--- config.mk ---
export PLATFORM = sky130hd
export DESIGN_NAME = lsra_ctrl
export DESIGN_NICKNAME = d
export VERILOG_FILES = /design/src/design/lsra_pkg.sv /design/src/design/lsra_ctrl.sv
export SDC_FILE = /design/constraint.sdc
export NUM_CORES = 1
export LEC_CHECK = 0
export BUFFER_PORTS_ARGS = -buffer_cell sky130_fd_sc_hd__buf_4
export CAP_MARGIN = 20
export CORE_MARGIN = 4
export CORE_UTILIZATION = 48
export CTS_CLUSTER_SIZE = 8
export DETAILED_ROUTE_END_ITERATION = 7
export GPL_TIMING_DRIVEN = 0
export PLACE_DENSITY = 0.75
export SLEW_MARGIN = 0
export SYNTH_ARGS = -nofsm -noshare
export SYNTH_HDL_FRONTEND = slang
export SYNTH_SLANG_ARGS = --single-unit
--- constraint.sdc ---
create_clock -name clk -period 1.87 [get_ports clk]
set_input_delay 0.2805 -clock clk [delete_from_list [all_inputs] [get_ports clk]]
set_output_delay 0.2805 -clock clk [all_outputs]
set_load 0.01 [all_outputs]
--- src/design/lsra_pkg.sv ---
// shared constants and types for the linear scan register allocator
package lsra_pkg;

  localparam int PHYS_REGS = 256;
  localparam int VIRT_REGS = 1024;
  localparam int POS_BITS  = 16;
  localparam int PREG_W    = $clog2(PHYS_REGS);
  localparam int VREG_W    = 10;
  localparam int MAP_AW    = $clog2(VIRT_REGS);
  localparam int THR_W     = 9;
  localparam int GRP_SIZE  = 16;
  localparam int GRP_N     = PHYS_REGS / GRP_SIZE;
  localparam int GRP_W     = $clog2(GRP_SIZE);
  localparam int GSEL_W    = $clog2(GRP_N);

  typedef struct packed {
    logic              load;
    logic              cmp;
    logic              grp;
    logic              sel;
    logic              clr_we;
    logic              busy_clr;
    logic              zero_out;
    logic [MAP_AW-1:0] clr_addr;
  } cmd_t;

  typedef struct packed {
    logic out_busy;
  } stat_t;

endpackage

--- src/design/lsra_ctrl.sv ---
// controller state machine for the register allocator
module lsra_ctrl import lsra_pkg::*; (
  input  logic  clk,
  input  logic  rst,
  input  logic  in_valid,
  input  logic  command,
  output logic  in_stall,
  input  stat_t stat,
  output cmd_t  cmd
);

  localparam logic [2:0] S_RCLR  = 3'd0;
  localparam logic [2:0] S_IDLE  = 3'd1;
  localparam logic [2:0] S_CMP   = 3'd2;
  localparam logic [2:0] S_GRP   = 3'd3;
  localparam logic [2:0] S_SEL   = 3'd4;
  localparam logic [2:0] S_CLR   = 3'd5;
  localparam logic [2:0] S_CDONE = 3'd6;

  logic [2:0]        state, state_next;
  logic [MAP_AW-1:0] cnt;
  logic              cnt_last;

  assign cnt_last = (cnt == MAP_AW'(VIRT_REGS - 1));
  assign in_stall = (state != S_IDLE);

  always_comb begin
    state_next   = state;
    cmd          = '0;
    cmd.clr_addr = cnt;
    unique case (state)
      S_RCLR: begin
        cmd.clr_we = 1'b1;
        if (cnt_last) state_next = S_IDLE;
      end
      S_IDLE: begin
        if (in_valid) begin
          cmd.load = 1'b1;
          if (command) begin
            cmd.busy_clr = 1'b1;
            state_next   = S_CLR;
          end else begin
            state_next = S_CMP;
          end
        end
      end
      S_CMP: begin
        cmd.cmp    = 1'b1;
        state_next = S_GRP;
      end
      S_GRP: begin
        cmd.grp    = 1'b1;
        state_next = S_SEL;
      end
      S_SEL: begin
        if (!stat.out_busy) begin
          cmd.sel    = 1'b1;
          state_next = S_IDLE;
        end
      end
      S_CLR: begin
        cmd.clr_we = 1'b1;
        if (cnt_last) state_next = S_CDONE;
      end
      S_CDONE: begin
        if (!stat.out_busy) begin
          cmd.zero_out = 1'b1;
          state_next   = S_IDLE;
        end
      end
      default: state_next = S_IDLE;
    endcase
  end

  always_ff @(posedge clk) begin
    if (rst) begin
      state <= S_RCLR;
      cnt   <= '0;
    end else begin
      state <= state_next;
      if (cmd.clr_we) cnt <= cnt + 1'b1;
    end
  end

endmodule

==> flow_summary.ini <==
[clock_tree]
post_cts_buffers = 0
cts_max_level = 1
cts.sinks = 13
cts_resized = 0
clk_pin_slew_ns = 0.07
cts_buffers = 3
cts_buffer_depth = 2
clock-root-buffer = clkbuf_4
holdBufCountCts = 0
cts_tree = built
insertion_delay_ns = 0.26

[timing]
fmax_mhz = 601
worst_pin_slew_ns = 0.421
max_slew_margin = 0.720
fin_worst_skew_ns = 0.000277
final-setup-viol-count = 0
hold_violations = 0
fin_crit_sh = 0.890
timing.final.ws_setup_ns = 0.206
fin_tns_setup_ns = 0
timing.hold.ws_ns = 0.193
fin_crit_ns = 1.66
grt_setup_unrepaired = no
finalMaxSlewViolations = 0

[worst_setup_path]
cp_top_family = flip-flops
critical_path_required_ns = 1.59
crit_path_end_kind = primary output
crit_path_start_kind = register
worst-path-buf-inv = 2
cpPeakStageDelay_ns = 0.44
path_class = reg2out
crit_fanout = 10
critPathSlowestCell = dfxtp_1
cp_cell_sequence = clkbuf_2 -> and3_1 -> and2_1 -> buf_4
arrival_ns = 1.38

[final_layout]
multi_input_area_um2 = 447
regArea_um2 = 260
n_fill_cell = 131
area_delta_synth_final_pct = 28.6
antenna_cells = 0
drive_gt1_frac = 0.304
nets = 119

[route]
drt_wl_total_um = 1560
wl_met2_um = 728
route.detailed.drc = 0
vias = 639
drt-met1-wl_um = 751
wire_per_inst_um = 12.3
first_iter_violations = 6
ant_nets = 0
drt_pass1_iterations = 4
met3WireLength_um = 82
maxUsedRoutingLayer = met3
post_drt_via_cell_ratio = 5.03

[synthesis]
syn_inst = 86
synth_nets = 92
yosysSeqAreaShare = 0.353
ys_warn_count = 0
synth_area_um2 = 738
ys_ff_latch = 13
netlist-cell-type-count = 28
synth.avg_cell_area_um2 = 8.58

[power_and_ir_drop]
leakage_nw = 0.412
internal_power_mw = 0.550
clockPowerShare = 0.192
switching_share = 0.356
power_switching_mw = 0.305
comb_power_share = 0.390
ir_drop_v = 0.000537
power_density_mw_per_mm2 = 900
seqPwrFrac = 0.419

[placement]
io_buffers = 22
place.gp.congestion = 0.753
dp_hpwl_um = 1250
pre_cts_ws_ns = 0.221

[die]
ios = 23
dieWidth_um = 47.2
dieArea_mm2 = 0.00223
fp-row-count = 13
die_h_um = 47.2
core_mm2 = 0.00137
initial_utilization = 0.540

[flow_run]
drv_cap = 0

[grt]
overflow = 0
grt_antenna_before_repair = 0
grt_first_pass_wirelength_um = 2700
grt_max_degree = 11
grt_pass1_vias = 611
grt_usage = 0.169

[outcome]
status = completed

[min_path]
worstHoldPathType = in2reg
cell usage in the layout (no fill, tap or decap), types with 2 or more instances in the layout:
cell type | netlist | final
and2_1 | 5 | 5
and3_1 | 2 | 2
nand4_1 | 4 | 4
nand3_1 | 4 | 4
nor2_1 | 14 | 14
inv_1 | 2 | 2
dfxtp_1 | 13 | 13
a21oi_1 | 5 | 5
clkbuf_1 | 2 | 2
nor3_1 | 2 | 2
clkbuf_4 | 0 | 3
buf_4 | 0 | 22
nand2b_1 | 2 | 2
nand2_1 | 8 | 8
xor2_1 | 8 | 8
sequential cells by signal (all words and copies together) (netlist names):
register and count:
cnt 10, state 3
cell type report:
type / instances / area share
Timing Repair Buffer: 22 / 0.174
Clock buffer: 4 / 0.0277
Tap cell: 15 / 0.0198
Inverter: 2 / 0.00791
Sequential cell: 13 / 0.274
Buffer: 4 / 0.0264
Multi-Input combinational cell: 67 / 0.470
per-layer routing:
metal | vias up | global-route usage
met5 | - | 0
met4 | 0 | 0.0166
met3 | 0 | 0.0613
met2 | 15 | 0.274
met1 | 279 | 0.225
li1 | 345 | -
worst paths after layout:
| kind | from | to | slack, ns | depth (start not counted) |
|---|---|---|---|---|
| max | state[0] | cmd[11] | 0.21 | 4 |
| min | rst | state[1] | 0.19 | 2 |
| max reg2reg | cnt[0] | state[0] | 0.23 | 6 |
| min reg2reg | cnt[3] | cnt[3] | 0.54 | 2 |
Yosys cell counts:
master	n	area, um^2
a21oi_1	5	25.0
a21oi_2	1	8.76
a2bb2oi_4	1	26.3
a311oi_1	1	8.76
a31o_1	1	8.76
a31o_2	1	8.76
and2_1	5	31.3
and3_1	2	12.5
and4_1	1	8.76
buf_2	1	5.00
buf_6	1	11.3
clkbuf_1	2	7.51
dfxtp_1	13	260
ha_1	1	12.5
inv_1	2	7.51
nand2_1	8	30.0
nand2b_1	2	12.5
nand3_1	4	20.0
nand4_1	4	25.0
nor2_1	14	52.6
nor2_4	1	11.3
nor3_1	2	10.0
nor4b_2	1	15.0
o21a_1	1	7.51
o21ai_0	1	5.00
xnor2_1	1	8.76
xor2_1	8	70.1
xor2_4	1	27.5
power by group through the flow:
stage               sequential [mW]  clock, mW  combinational [mW]
floorplan                     0.369          0               0.205
global placement              0.360          0               0.326
detailed placement            0.365          0               0.334
CTS                           0.358      0.173               0.335
global route                  0.363      0.188               0.374
finish                        0.358      0.164               0.333
kinds of logic (layout without fill, tap and decap cells):
family,count (synthesis),count (layout),synth area share
flip-flops,13,13,0.353
AO/OA/AOI/OAI,12,12,0.134
AND/OR/NAND/NOR,44,44,0.310
XOR/XNOR,10,10,0.144
buffers and inverters,6,32,0.0424
adder cells (fa/ha/maj),1,1,0.0169
through the flow:
step                      cells  instance area (um^2)  total power, mW  utilization
after floorplan              86                   738            0.574            -
after global placement      123                   922            0.686        0.675
after detailed placement    123                   922            0.699        0.675
after CTS                   127                   948            0.866        0.694
after global routing        127                   950            0.925        0.695
final                       127                   950            0.855        0.695
Power figures use the tool's default switching activity.
